<file path="src/hdl/bpa_pkg.sv">
// Shared widths, op and status codes and reset value of bitmap page allocator.
`timescale 1ns / 1ps

package bpa_pkg;

  localparam int PAGE_W  = 16;
  localparam int COUNT_W = 17;

  localparam logic [1:0] OP_ALLOC     = 2'd0;
  localparam logic [1:0] OP_FREE      = 2'd1;
  localparam logic [1:0] OP_MARK_FREE = 2'd2;
  localparam logic [1:0] OP_MARK_USED = 2'd3;

  localparam logic [1:0] ST_DONE    = 2'd0;
  localparam logic [1:0] ST_NO_FREE = 2'd1;
  localparam logic [1:0] ST_IGNORED = 2'd2;

  localparam logic [COUNT_W-1:0] LOW_RESERVED_RESET = 17'h00100;

endpackage

</file>
<file path="src/hdl/bpa_div.sv">
// Split of a page number into bitmap word address and bit position for a power-of-two word size.
`timescale 1ns / 1ps

module bpa_div #(
  parameter int DIVISOR = 32
) (
  input  logic                              clk,
  input  logic                              rst,
  input  logic                              start,
  input  logic [bpa_pkg::PAGE_W-1:0]        dividend,
  output logic                              done,
  output logic [bpa_pkg::PAGE_W-1:0]        quotient,
  output logic [$clog2(DIVISOR)-1:0]        remainder
);

  localparam int BW = $clog2(DIVISOR);

  always_ff @(posedge clk) begin
    if (rst) begin
      done <= 1'b0;
    end else begin
      done <= start;
    end
  end

  // The word size is a power of two, so the split is a shift and a mask.
  always_ff @(posedge clk) begin
    if (start) begin
      quotient  <= dividend >> BW;
      remainder <= dividend[BW-1:0];
    end
  end

endmodule

</file>
<file path="config.mk">
export PLATFORM = sky130hd
export DESIGN_NAME = bpa_div
export DESIGN_NICKNAME = d
export VERILOG_FILES = /design/src/hdl/bpa_pkg.sv /design/src/hdl/bpa_div.sv
export SDC_FILE = /design/constraint.sdc
export NUM_CORES = 1
export LEC_CHECK = 0
export ABC_AREA = 1
export BUFFER_PORTS_ARGS = -buffer_cell sky130_fd_sc_hd__buf_2
export CAP_MARGIN = 20
export CORE_MARGIN = 3
export CORE_UTILIZATION = 35
export CTS_CLUSTER_DIAMETER = 150
export DETAILED_ROUTE_END_ITERATION = 10
export MAX_ROUTING_LAYER = met4
export PLACE_DENSITY = 0.79
export SKIP_LAST_GASP = 1
export SLEW_MARGIN = 0
export SYNTH_ARGS = -nofsm -noshare
export SYNTH_HDL_FRONTEND = slang
export SYNTH_SLANG_ARGS = --single-unit
</file>
<file path="constraint.sdc">
create_clock -name clk -period 0.8 [get_ports clk]
set_input_delay 0.08 -clock clk [delete_from_list [all_inputs] [get_ports clk]]
set_output_delay 0.08 -clock clk [all_outputs]
set_load 0.005 [all_outputs]
</file>
==> reports/qor.txt, run 1 <==
CTS H-Tree Depth: 1
1st-pass router iterations: 3
WP buf/inv: 1
Cell Area, Placed: 723 um2
ANT cells: 0
drt via density: 4.17
Vert. Die Dim: 45.7 um
clk root buf: clkbuf_4
sequential cell area: 502 um2
Hold Slack: 205 ps
setup TNS: -876 ps
cell area power density: 1830 mW/mm2
synthesized area: 552 um2
pre-CTS setup slack: 68.4 ps
Syn. warnings: 0
Residual DRC: 0
Worst EP required: 720 ps
area occupied by multi-input gates: 25.0 um2
Hold Path Sink: done
Net count, final: 100
DIE WIDTH: 45.7 um
RSZ-0062 raised after global routing: yes
Max Slew Vio Count: 0
antenna violations before repair: 0
Startpoint Class: flop
CTS tree: built
Max Fclk: 1120 MHz
CP max stage delay: 400 ps
most frequent cells in the layout: buf_2, dlygate4sd3_1, edfxtp_1, conb_1, clkbuf_4
Lkg Pwr: 0.000414 uW
Max Cap Viol: 0
status: finished with violations
critical path fanouts, max: 1
gr ovfl total: 0
clock buffer depth: 2
total power: 1700 uW
share of layout cells above drive strength 1: 50.0%
count of cell types in the netlist: 6
HP Class: primary input to flop
synthesized area per cell: 22.1 um2
vias in the first global route: 423
Setup crit start: quotient[10]
routed len/inst: 13.5 um
core area: 0.00138 mm2
CP max stage cell: edfxtp_1
via count: 396
critical path class: flop to primary output
area grow syn2layout: 68.0%
CP top delay family: flip-flops
Clock Sinks: 17
Final WS setup: -93.7 ps
Final ANT Viol Nets: 0
Cells after Synth: 25
failing checks: setup timing
synthesis-stage register bit count: 17
drt initial violations: 4
final setup violation count: 16
Clock transition at path regs: 90 ps
GRT Total Usage: 14.1%
first-pass GRT wire length: 1.99 mm
Hold Violations, Final: 0
Worst Min Path Start: start
Tcrit/Tclk final: 112%
Starting Density: 39.9%
crit end category: primary output
crit path DAT: 810 ps
post-synthesis sequential area ratio: 90.7%
number of stages on the worst setup path: 1
hold path depth: 3
Post-CTS Setup Inserts: 0
post-route cell area: 927 um2
wirelength, routed: 1.28 mm
Peak VDD IR: 1200 uV
# IOs: 41
num rows: 13
GP Congestion: 0.699
fill count: 88
crit path cell chain: buf_2
most common cell after layout, fill and taps aside: buf_2
cts bufs inserted: 3
Die ar.: 0.00209 mm2
largest net degree at the start of global routing: 18
port bufs: 35
min cycle time layout: 894 ps
## sequential cells by signal, summed over array words and instances, names as in the netlist
signal     flops
done           1
quotient      11
remainder      5
## layout make-up
type	instances	area share, %
Tap cell	15	2.02
Multi-Input combinational cell	6	2.70
Clock buffer	4	2.83
Timing Repair Buffer	52	37.9
Sequential cell	17	54.1
Inverter	1	0.405
## synthesized netlist by cell type, drive strengths merged
cell    number  area, um2
nor2         1       6.26
buf          5       37.5
dfxtp        1       20.0
conb         1       3.75
edfxtp      16        480
inv          1       3.75
## through the flow
stage                     utilization (%)  cells
after floorplan                         -     29
after global placement               52.3     74
after detailed placement             52.3     74
after CTS                            66.5     95
after global routing                 67.1     95
final                                67.1     95
## power breakdown
part,internal (uW),switching [uW]
Combinational,130,81.8
Sequential,1050,16.4
Clock,193,227
## cell families (layout without fill, tap and decap cells)
family	count (synthesis)	after routing	share of synthesized area (%)
buffers and inverters	6	57	7.48
flip-flops	17	17	90.7
other	1	5	0.680
AND/OR/NAND/NOR	1	1	1.13
## timing repair
action | 4_1_cts | 5_1_grt
endpoints found under the hold margin | 17 | 0
hold buffers | 17 | 0
endpoints found under the setup margin | 16 | 17
gates resized for setup | 0 | 2
pin swaps | 0 | 0
## worst max-delay path by stage
stage                               to  slack, ps
final                     quotient[10]        -90
after global routing      quotient[10]       -140
after CTS                 quotient[10]        -80
after detailed placement   quotient[4]         70
after global placement     quotient[8]         80
after floorplan            quotient[0]        360
## per-layer routing
metal,routed length [um],global-route usage [%]
met1,442,17.4
met2,776,24.0
met3,63,1.19
met4,0,5.11
met5,0,-
(Power assumes the default switching activity.)
==> inputs of run 2 (changes only) <==
- CORE_ASPECT_RATIO: not set -> 1.1
==> reports/qor.txt, run 2 (synthesis gave the netlist of run 1 again) <==
crit path cell chain: buf_2
Max Cap Viol: 0 (unchanged)
Peak VDD IR: 1130 uV (-6.0%)
ANT cells: 0 (unchanged)
Tcrit/Tclk final: 110% (-1.4 points)
CP top delay family: flip-flops
Clock Sinks: 17 (unchanged)
Startpoint Class: flop
Final ANT Viol Nets: 0 (unchanged)
share of layout cells above drive strength 1: 48.8% (-1.3 points)
largest net degree at the start of global routing: 18 (unchanged)
critical path class: flop to primary output
clk root buf: clkbuf_4
total power: 1700 uW (+0.19%)
crit path DAT: 800 ps (about the same)
CTS resizes: 0 (unchanged)
GRT Total Usage: 12.1% (-1.9 points)
Starting Density: 38.9% (-1.0 points)
drt initial violations: 2 (-2)
largest register by flop count: quotient
via count: 389 (-1.8%)
Vert. Die Dim: 47.6 um (+4.2%)
CTS H-Tree Depth: 1 (unchanged)
sequential cell area: 500 um2 (-0.25%)
min cycle time layout: 883 ps (-10.9 ps)
Hold Violations, Final: 0 (unchanged)
1st-pass router iterations: 4 (+1)
Max Fclk: 1130 MHz (+1.2%)
GP Congestion: 0.630 (-9.9%)
port bufs: 35 (unchanged)
num rows: 14 (+1)
CTS tree: built
setup TNS: -871 ps (+5.17 ps)
core area: 0.00142 mm2 (+2.6%)
Final WS setup: -82.7 ps (+10.9 ps)
cell area power density: 1850 mW/mm2 (+0.87%)
pre-CTS setup slack: 57.6 ps (-10.8 ps)
Die ar.: 0.00209 mm2 (about the same)
area occupied by multi-input gates: 25.0 um2 (unchanged)
clock buffer depth: 2 (unchanged)
wl on met1: 439 um (-0.68%)
CP max stage delay: 390 ps (about the same)
# IOs: 41 (unchanged)
final setup violation count: 16 (unchanged)
max reg flops: 11 (unchanged)
met2 wire length: 539 um (-31%)
metal3 WL: 133 um (+110%)
Final Util: 64.9% (-2.2 points)
most frequent cells in the layout: buf_2, dlygate4sd3_1, edfxtp_1, conb_1, clkbuf_4
Max Slew Vio Count: 0 (unchanged)
Lkg Pwr: 0.000413 uW (-0.39%)
gr ovfl total: 0 (unchanged)
Clock transition at path regs: 90 ps (about the same)
top flop regs: quotient (11), remainder (5), done (1)
critical path fanouts, max: 1 (unchanged)
status: finished with violations
crit end category: primary output
top routing layer used: met3
Worst EP required: 720 ps (about the same)
Post-CTS Setup Inserts: 0 (unchanged)
DIE WIDTH: 43.9 um (-4.0%)
Residual DRC: 0 (unchanged)
WP buf/inv: 1 (unchanged)
HP Class: primary input to flop
cts bufs inserted: 3 (unchanged)
routed len/inst: 11.6 um (-14%)
antenna violations before repair: 0 (unchanged)
wirelength, routed: 1.11 mm (-13%)
CP max stage cell: edfxtp_1
drt via density: 4.05 (-2.8%)
vias in the first global route: 384 (-9.2%)
fill count: 111 (+26%)
first-pass GRT wire length: 1.70 mm (-15%)
failing checks: setup timing
RSZ-0062 raised after global routing: yes
most common cell after layout, fill and taps aside: buf_2
area grow syn2layout: 66.9%
Net count, final: 100 (unchanged)
-- run 2: cell count changes in the layout (fill, tap and decap cells not counted) --
cell	before	now
buf_2	34	35
buf_6	1	0
dfxtp_1	0	1
dfxtp_2	1	0
-- run 2: path summary, 6_finish.rpt --
check | startpoint | end | slack (ps) | cells after the start
worst max-delay path | quotient[7] | quotient[7] | -80 | 1
worst min-delay path | start | done | 200 | 3
-- run 2: area by class of cell --
cell class              count  share of cell area (%)
inverters                   1                   0.408
well taps                  16                    2.17
flip-flops and latches     17                    54.3
clock buffers               4                    2.85
repair buffers             52                    37.5
multi-input cells           6                    2.72
-- run 2: power by group --
part / leakage, uW / switching (uW) / internal [uW]
clock: 0.0000150 / 239 / 193
combinational: 0.000233 / 77.8 / 127
sequential: 0.000165 / 14.8 / 1050
total: 0.000413 / 332 / 1370
-- run 2: metrics by stage --
step	std cells	cell area [um2]	hold WS, ps
floorplan	29	567	147
CTS	96	921	196
detailed placement	75	724	247
global route	96	921	205
finish	96	921	201
global placement	75	724	244
-- run 2: per-layer routing --
layer  global-route usage [%]  up-vias
li1                         -      191
met1                     14.6      166
met2                     19.2       32
met3                     3.38        0
met4                     5.42        0
met5                        -        -
-- run 2: timing repair --
| action | 4_1_cts | 5_1_grt |
|---|---|---|
| hold buffers | 17 | 0 |
| hold endpoints to repair | 17 | 0 |
| endpoints found under the setup margin | 16 | 17 |
==> inputs of run 3 (changes only) <==
- CORE_ASPECT_RATIO: 1.1 -> not set
- CORE_UTILIZATION: 35 -> 40
- PLACE_DENSITY: 0.79 -> 0.88
==> reports/qor.txt, run 3 (synthesis gave the netlist of run 1 again) <==
cell area power density: 1860 mW/mm2 (+1.0%)
number of stages on the worst setup path: 1 (unchanged)
cts bufs inserted: 3 (unchanged)
gr ovfl total: 0 (unchanged)
CP max stage cell: edfxtp_1
final setup violation count: 16 (unchanged)
Tcrit/Tclk final: 113% (+2.8 points)
largest register by flop count: quotient
first-pass GRT wire length: 2.46 mm (+45%)
core area: 0.00120 mm2 (-15%)
Startpoint Class: flop
Final ANT Viol Nets: 0 (unchanged)
ANT cells: 0 (unchanged)
1st-pass router iterations: 4 (unchanged)
Clock transition at path regs: 90 ps (about the same)
status: finished with violations
Max Cap Viol: 0 (unchanged)
Clock Sinks: 17 (unchanged)
WP buf/inv: 1 (unchanged)
clk root buf: clkbuf_4
GP Congestion: 0.734 (+17%)
Die ar.: 0.00186 mm2 (-11%)
switching power: 345 uW (+4.0%)
Starting Density: 45.9% (+7.0 points)
Vert. Die Dim: 43.1 um (-9.5%)
Net count, final: 100 (unchanged)
crit path DAT: 830 ps (+30 ps)
fill count: 71 (-36%)
combinational share of power: 12.5% (+0.4 points)
port bufs: 35 (unchanged)
setup TNS: -1080 ps (-205 ps)
CTS tree: built
antenna violations before repair: 0 (unchanged)
clock network power share: 25.2% (-0.2 points)
Hold Violations, Final: 0 (unchanged)
area grow syn2layout: 66.7%
hold path depth: 3 (unchanged)
num rows: 12 (-2)
wirelength, routed: 1.52 mm (+36%)
clock buffer depth: 2 (unchanged)
Final WS setup: -105 ps (-22.3 ps)
Worst EP required: 720 ps (about the same)
share of layout cells above drive strength 1: 50.0% (+1.3 points)
Max Fclk: 1100 MHz (-2.5%)
min cycle time layout: 905 ps (+22.3 ps)
crit path cell chain: buf_2
Residual DRC: 0 (unchanged)
CP top delay family: flip-flops
GRT Total Usage: 20.3% (+8.2 points)
Power Internal: 1370 uW (+0.13%)
CP max stage delay: 400 ps (about the same)
drt initial violations: 8 (+6)
Reg power frac: 62.3% (-0.2 points)
largest net degree at the start of global routing: 18 (unchanged)
routed len/inst: 16.1 um (+39%)
DIE WIDTH: 43.1 um (-1.6%)
max reg flops: 11 (unchanged)
critical path class: flop to primary output
failing checks: setup timing
CTS H-Tree Depth: 1 (unchanged)
HP Class: primary input to flop
# IOs: 41 (unchanged)
vias in the first global route: 438 (+14%)
via count: 407 (+4.6%)
drt via density: 4.33 (+6.9%)
crit end category: primary output
switching part of the total: 20.1% (+0.60 points)
critical path fanouts, max: 1 (unchanged)
top flop regs: quotient (11), remainder (5), done (1)
most common cell after layout, fill and taps aside: buf_2
RSZ-0062 raised after global routing: yes
most frequent cells in the layout: buf_2, dlygate4sd3_1, edfxtp_1, conb_1, clkbuf_4
Final Util: 76.6% (+12 points)
Max Slew Vio Count: 0 (unchanged)
Lkg Pwr: 0.000413 uW (about the same)
Peak VDD IR: 1510 uV (+34%)
## run 3: cell counts in the layout (fill, tap and decap cells not counted)
Identical to the previous run, type by type.
## run 3: power by group through the flow
stage / combinational [uW] / sequential (uW) / clock (uW)
after CTS: 206 / 1060 / 432
after floorplan: 25.6 / 1100 / 0
after detailed placement: 142 / 1080 / 0
final: 215 / 1070 / 432
after global routing: 235 / 1070 / 495
after global placement: 137 / 1080 / 0
## run 3: per-stage QoR
| stage | total power (uW) | area, um2 | cells | hold WS, ps | worst slack, ps |
|---|---|---|---|---|---|
| 2_1_floorplan | 1120 | 567 | 29 | 147 | 365 |
| 3_3_place_gp | 1220 | 722 | 73 | 244 | 80.4 |
| 3_5_place_dp | 1220 | 722 | 73 | 245 | 69.4 |
| 4_1_cts | 1700 | 918 | 94 | 185 | -75.0 |
| 5_1_grt | 1800 | 920 | 94 | 233 | -152 |
| 6_report | 1710 | 920 | 94 | 185 | -105 |
## run 3: timing repair
item / 4_1_cts / 5_1_grt
hold endpoints to repair: 17 / 0
endpoints found under the setup margin: 16 / 17
gates resized for setup: 0 / 1
gates cloned: 0 / 0
hold buffers: 17 / 0
setup buffers: 0 / 0
## run 3: final timing paths
check,startpoint,end,slack [ps]
worst max-delay path,quotient[5],quotient[5],-110
worst min-delay path,start,done,190
## run 3: area by class of cell
type	count	area [um2]	share of cell area, %
sequential	17	502	54.6
multi-input combinational	6	25.0	2.72
timing repair buffer	52	345	37.6
clock buffer	4	26.3	2.86
tap	14	17.5	1.90
inverter	1	3.75	0.408
## run 3: per-layer routing
layer | vias up | GRT usage [%] | share of wire, %
met5 | - | - | 0
met4 | 0 | 9.04 | 0.79
met3 | 2 | 4.66 | 4.7
met2 | 18 | 34.5 | 59
met1 | 198 | 22.4 | 35
li1 | 189 | - | -
